[src/hw/rtl/rhs_pkg.sv]
// ----------------------------------------------------------------------------
// rhs_pkg
// shared types and codes of the rgb histogram and statistics core
// ----------------------------------------------------------------------------
`default_nettype none

package rhs_pkg;

	// item kinds carried on the input tuser
	localparam logic [1:0] KIND_START    = 2'd0;
	localparam logic [1:0] KIND_PIXEL    = 2'd1;
	localparam logic [1:0] KIND_READ_BIN = 2'd2;
	localparam logic [1:0] KIND_READ_SUM = 2'd3;

	// configuration register indexes
	localparam int CFG_INDEX_W = 2;
	localparam int CFG_DATA_W  = 4;
	localparam logic [CFG_INDEX_W-1:0] REG_PIXEL_BITS = 2'd0;
	localparam logic [CFG_INDEX_W-1:0] REG_USE_MASK   = 2'd1;

	// channel select codes of a summary read
	localparam logic [1:0] CH_RED   = 2'd0;
	localparam logic [1:0] CH_GREEN = 2'd1;
	localparam logic [1:0] CH_BLUE  = 2'd2;

	// channel depth and counter width, fixed by the stream field widths
	localparam int MAX_BITS   = 12;
	localparam int COUNT_BITS = 24;

	localparam int NUM_CH     = 3;
	localparam int SUM_W      = 36;
	localparam int DEPTH_W    = 5;
	localparam int IN_DATA_W  = 56;
	localparam int OUT_DATA_W = 160;

	typedef struct packed {
		logic [4:0]  pad;
		logic [1:0]  channel;
		logic [11:0] bin_index;
		logic        mask_bit;
		logic [11:0] blue;
		logic [11:0] green;
		logic [11:0] red;
	} in_data_t;

	typedef struct packed {
		logic [2:0]       pad;
		logic [23:0]      pixels_counted;
		logic [SUM_W-1:0] channel_sum;
		logic [11:0]      channel_max;
		logic [12:0]      channel_min;
		logic [23:0]      blue_count;
		logic [23:0]      green_count;
		logic [23:0]      red_count;
	} out_data_t;

	// control of one histogram bank
	typedef struct packed {
		logic acc;
		logic inc;
		logic clr;
	} bank_ctl_t;

	// control of the statistics registers
	typedef struct packed {
		logic clr;
		logic take;
	} stats_ctl_t;

endpackage

`default_nettype wire

[src/hw/rtl/rhs_stats.sv]
// ----------------------------------------------------------------------------
// rhs_stats
// per-channel minimum, maximum, saturating sum and included pixel count
// ----------------------------------------------------------------------------
`default_nettype none

module rhs_stats #(
	parameter int MAX_BITS   = 12,
	parameter int COUNT_BITS = 24
) (
	input  wire                        clk,
	input  wire                        arst_n,
	input  rhs_pkg::stats_ctl_t        ctl,
	input  wire  [MAX_BITS:0]          min_init,
	input  wire  [MAX_BITS-1:0]        red,
	input  wire  [MAX_BITS-1:0]        green,
	input  wire  [MAX_BITS-1:0]        blue,
	input  wire  [1:0]                 sel,
	output logic [MAX_BITS:0]          sel_min,
	output logic [MAX_BITS-1:0]        sel_max,
	output logic [rhs_pkg::SUM_W-1:0]  sel_sum,
	output logic [COUNT_BITS-1:0]      count
);
	import rhs_pkg::*;

	localparam int MIN_W = MAX_BITS + 1;
	localparam int RESET_DEPTH = (MAX_BITS < 8) ? MAX_BITS : 8;
	localparam logic [MIN_W-1:0] MIN_RESET = MIN_W'(1) << RESET_DEPTH;

	logic [MIN_W-1:0]    low_q  [NUM_CH];
	logic [MAX_BITS-1:0] high_q [NUM_CH];
	logic [SUM_W-1:0]    sum_q  [NUM_CH];
	logic [COUNT_BITS-1:0] count_q;

	logic [MAX_BITS-1:0] v [NUM_CH];
	logic [SUM_W:0]      sum_add [NUM_CH];

	assign v[0] = red;
	assign v[1] = green;
	assign v[2] = blue;

	always_comb begin
		for (int c = 0; c < NUM_CH; c++) begin
			sum_add[c] = {1'b0, sum_q[c]} + (SUM_W+1)'(v[c]);
		end
	end

	always_ff @(posedge clk or negedge arst_n) begin
		if (!arst_n) begin
			for (int c = 0; c < NUM_CH; c++) begin
				low_q[c]  <= MIN_RESET;
				high_q[c] <= '0;
				sum_q[c]  <= '0;
			end
			count_q <= '0;
		end else if (ctl.clr) begin
			for (int c = 0; c < NUM_CH; c++) begin
				low_q[c]  <= min_init;
				high_q[c] <= '0;
				sum_q[c]  <= '0;
			end
			count_q <= '0;
		end else if (ctl.take) begin
			for (int c = 0; c < NUM_CH; c++) begin
				if ({1'b0, v[c]} < low_q[c]) begin
					low_q[c] <= {1'b0, v[c]};
				end
				if (v[c] > high_q[c]) begin
					high_q[c] <= v[c];
				end
				sum_q[c] <= sum_add[c][SUM_W] ? '1 : sum_add[c][SUM_W-1:0];
			end
			if (!(&count_q)) begin
				count_q <= count_q + COUNT_BITS'(1);
			end
		end
	end

	always_comb begin
		unique case (sel)
			CH_RED: begin
				sel_min = low_q[0];
				sel_max = high_q[0];
				sel_sum = sum_q[0];
			end
			CH_GREEN: begin
				sel_min = low_q[1];
				sel_max = high_q[1];
				sel_sum = sum_q[1];
			end
			CH_BLUE: begin
				sel_min = low_q[2];
				sel_max = high_q[2];
				sel_sum = sum_q[2];
			end
			default: begin
				sel_min = '0;
				sel_max = '0;
				sel_sum = '0;
			end
		endcase
	end

	assign count = count_q;

endmodule

`default_nettype wire

[config.mk]
export PLATFORM = sky130hd
export DESIGN_NAME = rhs_stats
export DESIGN_NICKNAME = d
export VERILOG_FILES = /design/src/hw/rtl/rhs_pkg.sv /design/src/hw/rtl/rhs_stats.sv
export SDC_FILE = /design/constraint.sdc
export NUM_CORES = 1
export LEC_CHECK = 0
export BUFFER_PORTS_ARGS = -buffer_cell sky130_fd_sc_hd__buf_4
export CORE_MARGIN = 3
export CORE_UTILIZATION = 61
export DETAILED_ROUTE_END_ITERATION = 8
export PLACE_DENSITY = 0.82
export SYNTH_ARGS = -nofsm -noshare
export SYNTH_HDL_FRONTEND = slang
export SYNTH_SLANG_ARGS = --single-unit
[constraint.sdc]
create_clock -name clk -period 3.2 [get_ports clk]
set_clock_uncertainty 0.15 [all_clocks]
set_input_delay 0.48 -clock clk [delete_from_list [all_inputs] [get_ports clk]]
set_output_delay 0.48 -clock clk [all_outputs]
set_load 0.02 [all_outputs]
=== Yosys cells after proc, flatten, opt, wreduce, memory -nomap -nowiden ===
Index checks and enable logic that the tools add are counted.

* Add/sub/neg operators: 4
* Order comparisons: 6
* Reduce and logical (&&, ||, !) cells: 16
* Equal/unequal tests: 3
* Multiplexer cells: 21

{| class="wikitable"
|+ Operator list
! cell !! count
|-
| $mux 108 || 2
|-
| $mux 36 || 5
|-
| $add 36x12->37 || 3
|-
| $pmux 36 s3 || 1
|-
| $mux 39 || 2
|-
| $mux 24 || 3
|-
| $lt 12x13->1 || 3
|-
| $mux 13 || 3
|-
| $pmux 13 s3 || 1
|-
| $gt 12x12->1 || 3
|-
| $mux 12 || 3
|-
| $pmux 12 s3 || 1
|-
| $add 24x1->24 const B || 1
|-
| $reduce_and 24->1 || 1
|-
| $reduce_and 2->1 || 7
|-
| $reduce_bool 2->1 || 7
|-
| $eq 2x1->1 const B || 1
|-
| $eq 2x2->1 const B || 1
|-
| $logic_not 2->1 || 1
|-
| $ne 2x2->1 const B || 1
|}

* Output and inout port bits: 85
* Register bits: 207
* Word-level logic and storage cells: 60
* Input bits: 55

=== Longest topological paths before layout ===
* Word-level depth: 4
* Gate-level depth with buffers: 10
* Depth with buffers taken out: 9

=== Least setup slack after synthesis ===
Ideal clock, no wire load.

* Path type: in2reg
* Start point: in red[0]
* End point: reg sum_q[97] in the netlist's numbering
* Path slack: 0.277 ns
* Arrival time: 2.636 ns
* Required time: 2.912 ns
* Stages: 9
* Library setup time: 0.138 ns
* Cells stage by stage: ha_1 > fa_1 > a21oi_1 > nor2_1 > or4_1 > nand4b_1 > nand2_1 > o32ai_1 > nor4_1

* Cells in the longest elaborated chain, start to end: 4

{| class="wikitable"
|+ Ends and longest elaborated chain
! what !! RTL line !! source
|-
| start: declaration || rhs_stats.sv:15 || <nowiki>input wire [MAX_BITS-1:0] red,</nowiki>
|-
| $add 36x12->37 || rhs_stats.sv:44 || <nowiki>sum_add[c] = {1'b0, sum_q[c]} + (SUM_W+1)'(v[c]);</nowiki>
|-
| $mux 36 || rhs_stats.sv:71 || <nowiki>sum_q[c] <= sum_add[c][SUM_W] ? '1 : sum_add[c][SUM_W-1:0];</nowiki>
|-
| $mux 108 || rhs_stats.sv:63 || <nowiki>end else if (ctl.take) begin</nowiki>
|-
| $mux 108 || rhs_stats.sv:56 || <nowiki>end else if (ctl.clr) begin</nowiki>
|-
| end signal: indexed assignment || rhs_stats.sv:71 ||
|-
| end: declaration || rhs_stats.sv:32 || <nowiki>logic [SUM_W-1:0] sum_q [NUM_CH];</nowiki>
|}

No other way between the ends. The select of a mux whose other input is x is not followed.
A chain may end at the register's enable or synchronous reset.

=== Worst setup path after layout ===
* Start point: reg sum_q[72] in the netlist's numbering
* End point: reg sum_q[89] in the netlist's numbering

* Cells in the longest elaborated chain, start to end: 4

{| class="wikitable"
|+ Ends and longest elaborated chain
! what !! RTL line
|-
| $add 36x12->37 || rhs_stats.sv:44
|-
| $mux 36 || rhs_stats.sv:71
|-
| $mux 108 || rhs_stats.sv:63
|-
| $mux 108 || rhs_stats.sv:56
|}

No other way between the ends. The select of a mux whose other input is x is not followed.

==> results by group <==
Run status
  – Status: completed

Setup path
  – Reg-to-reg setup timing slack: 0.14 ns
  – Crit-path max cell delay: 0.61 ns
  – Slowest cell on crit path: or4_1
  – Arr. time, crit path: 3.28 ns
  – Reg2Reg Depth: 9
  – Cell family contributing the most delay on the critical path: simple AND/OR/NAND/NOR gates
  – Worst r2r src: sum_q[72]$_DFFE_PN0P_
  – Critical path class: reg2reg
  – Max FO, Critical Path: 13
  – Critical path startpoint category: flop
  – Crit path capture type: flop
  – Worst-path cell chain: ha_1 > fa_1 > a21oi_1 > nor2_1 > or4_1 > nand4b_1 > buf_4 > and3_1 > a211oi_1
  – RR Endpoint: sum_q[89]$_DFFE_PN0P_
  – Req. time, crit path: 3.42 ns
  – Buf/Inv on CP: 1

Die
  – Die ar.: 25,500 um2
  – # rows: 55
  – Die Width: 160 um
  – Ports: 140
  – Core area: 22,900 um2
  – Initial cell density of the core: 62.8%
  – DIE HEIGHT: 160 um

Power
  – Pleak: 7.98 nW
  – Pwr dens: 463 nW/um2
  – Worst VDD drop: 373 uV

Detailed routing
  – Residual DRC: 0
  – Via-to-Cell Ratio: 6.45
  – Iter 0 DRT Violations: 1,606
  – DRT Wirelength: 43.9 mm
  – Via count: 13,500
  – First-pass DRT Iterations: 7
  – Routed length per instance: 21.0 um
  – Final antenna-violating net count: 0

STA
  – Setup ws final: 0.138 ns
  – Final count of hold timing violations: 0
  – Fin. max-slew vios: 0
  – F_max: 327 MHz
  – # setup viols final: 0
  – RSZ-0062 raised after global routing: no
  – Post-route setup TNS: 0 ns
  – Relative slew slack: 37.6%
  – Tmin final: 3.06 ns
  – Tightest Pin Transition: 0.930 ns
  – Final worst-path cycle share: 95.7%
  – Hold Worst Slack: 0.0719 ns

Clock network
  – CTS Buf Count: 25
  – Clock root cell: clkbuf_16
  – Clock Latency Late Sink: 0.53 ns
  – Longest Clk Path Bufs: 3
  – Reg clk slew, reported paths: 0.06 ns
  – Setup Buffers After CTS: 0
  – Clk sinks: 207
  – # H-tree levels: 1
  – TritonCTS clock tree: built
  – # resized after CTS: 0

Layout
  – Layout Cells excl Fill: 2,088
  – Layout cells sized above 1: 15.8%
  – Final instance area: 16,800 um2
  – Ant. Diodes: 0
  – Register Area: 5180 um2
  – Fillers: 1,747
  – Nets@finish: 1,921
  – Multi-input logic area: 8490 um2
  – Area Overhead vs Synth: 16.8%

GRT
  – Total Routing Usage GR: 33.7%
  – Vias in the first global route: 13,100
  – Largest net degree at the start of global routing: 118
  – First-pass GRT wire length: 70.1 mm
  – Total global routing overflow: 0
  – Initial antenna violation count: 0

Synth
  – Synth Area in XOR/XNOR: 3.23%
  – Synth Area in Adders: 9.64%
  – Synth Area in Simple Gates: 17.8%
  – Post-synth ARST share: 100%
  – Syn Area/Cell: 8.86 um2
  – Post-Syn Nets: 1,787
  – Yosys top cell by area: dfrtp_1
  – Post-Synthesis Cells: 1,623
  – FF+latch count, synth: 207
  – Largest family of logic cells by synthesized area: compound AO/OA/AOI/OAI gates
  – Synth warnings: 0
  – Synthesized cell area: 14,400 um2
  – Mux cell area share after synthesis: 10.1%
  – Ys flop type: dfrtp_1
  – Largest cells by area after synthesis: dfrtp_1, ha_1, mux2i_1
  – Synth Area in Compound Gates: 18.1%
  – Post-synth EDFFs: 0
  – Top cell type's share of synthesized area: 35.5%
  – Post-synthesis sequential area ratio: 36.0%
  – Synth unique cells: 72

Placed design
  – IO Port Bufs: 139
  – Pre-CTS WS: 0.0151 ns
  – Placed cell count: 2,042
  – Placed Instance Area: 15,900 um2
  – Post-DP HPWL: 31.9 mm
  – Placer Congestion: 0.961

Hold path
  – Hold path endpoint: low_q[25]$_DFFE_PN0P_
  – Hold Crit Start: min_init[12]
  – Hold path depth: 2
  – Worst Hold Class: in2reg

Run
  – Max Cap Violations: 0
-- kinds of logic (layout without fill, tap and decap cells) --
logic type | count (synthesis) | in the layout
xor gates and xnor gates | 53 | 53
and+or+nand+nor | 521 | 521
AOI/OAI and AO/OA | 400 | 400
muxes | 141 | 141
DFF | 207 | 207
buffers and inverters | 192 | 344
adders and majority gates | 109 | 109
-- metal layers --
metal | vias to the layer above | global-route usage [%] | share of wire, %
li1 | 6170 | - | -
met1 | 6579 | 46.8 | 42
met2 | 626 | 53.3 | 45
met3 | 94 | 7.57 | 10
met4 | 0 | 9.83 | 2.9
met5 | - | 0 | 0
-- cells in the mapped netlist, drive strengths merged (5+ instances only) --
cell type  number
a2111oi         5
a211oi         34
a21o           34
a21oi          73
a311oi         37
a31oi          16
a41o            5
a41oi           7
and2            8
and3           37
and4           18
buf            10
clkbuf         62
dfrtp         204
ha            106
inv           120
mux2           36
mux2i         105
nand2         126
nand3          49
nand4          34
nor2          160
nor2b           9
nor3           40
nor3b          10
nor4            8
o211a          11
o21a           15
o21ai         133
o21bai          5
or2             7
xnor2          17
xor2           36
-- area by class of cell --
class	instances	share of cell area, %
clock buffers	36	4.39
clock inverters	9	0.752
inverters	120	2.68
multi-input cells	1224	50.5
repair buffers	179	8.45
flip-flops and latches	207	30.9
well taps	313	2.33
-- worst max-delay path by stage --
| stage | depth (start not counted) | endpoint | startpoint | slack, ns |
|---|---|---|---|---|
| floorplan | 9 | sum_q[97]$_DFFE_PN0P_ | red[0] | 0.28 |
| global placement | 10 | sum_q[89]$_DFFE_PN0P_ | red[0] | 0.11 |
| detailed placement | 10 | sum_q[89]$_DFFE_PN0P_ | red[0] | 0.02 |
| CTS | 9 | sum_q[89]$_DFFE_PN0P_ | sum_q[72]$_DFFE_PN0P_ | 0.17 |
| global route | 10 | sum_q[82]$_DFFE_PN0P_ | sum_q[72]$_DFFE_PN0P_ | 0.01 |
| finish | 9 | sum_q[89]$_DFFE_PN0P_ | sum_q[72]$_DFFE_PN0P_ | 0.14 |
-- cell usage in the layout (no fill, tap or decap), types with 8 or more instances in the layout --
master     instances
mux2_2            36
nor3_1            39
nand2_1          125
nor3b_1           10
buf_4            171
nor2_1           159
and3_1            37
a21oi_1           73
ha_1             106
clkbuf_8           8
o21ai_0          130
clkbuf_16         25
a21o_1            34
mux2i_1          105
a211oi_1          33
o21a_1            14
dfrtp_1          204
inv_1            120
o211a_1           11
xor2_1            36
a311oi_1          34
and4_1            18
nor2b_1            8
a31oi_1           16
nand4_1           33
nand3_1           48
xnor2_1           17
-- flip-flops by register name (all words and copies together), names as in the netlist --
register and count:
sum_q 108, low_q 39, high_q 36, count 24
-- repair_timing --
action / in CTS / in global routing
hold buffers: 1 / 0
endpoints found under the hold margin: 69 / 0
setup endpoints to repair: 0 / 0
-- power breakdown --
| part | total [mW] | internal [mW] | leakage (nW) | switching (mW) |
|---|---|---|---|---|
| clock | 2.96 | 1.83 | 0.426 | 1.13 |
| sequential | 2.97 | 2.79 | 2.76 | 0.178 |
| combinational | 1.84 | 0.770 | 4.80 | 1.07 |
-- metrics by stage --
stage / util [%] / power (mW)
2_1_floorplan: - / 4.15
5_1_grt: 73.3 / 8.12
3_3_place_gp: 69.5 / 4.72
3_5_place_dp: 69.5 / 4.80
6_report: 73.3 / 7.78
4_1_cts: 73.3 / 7.76
(Power assumes the default switching activity.)
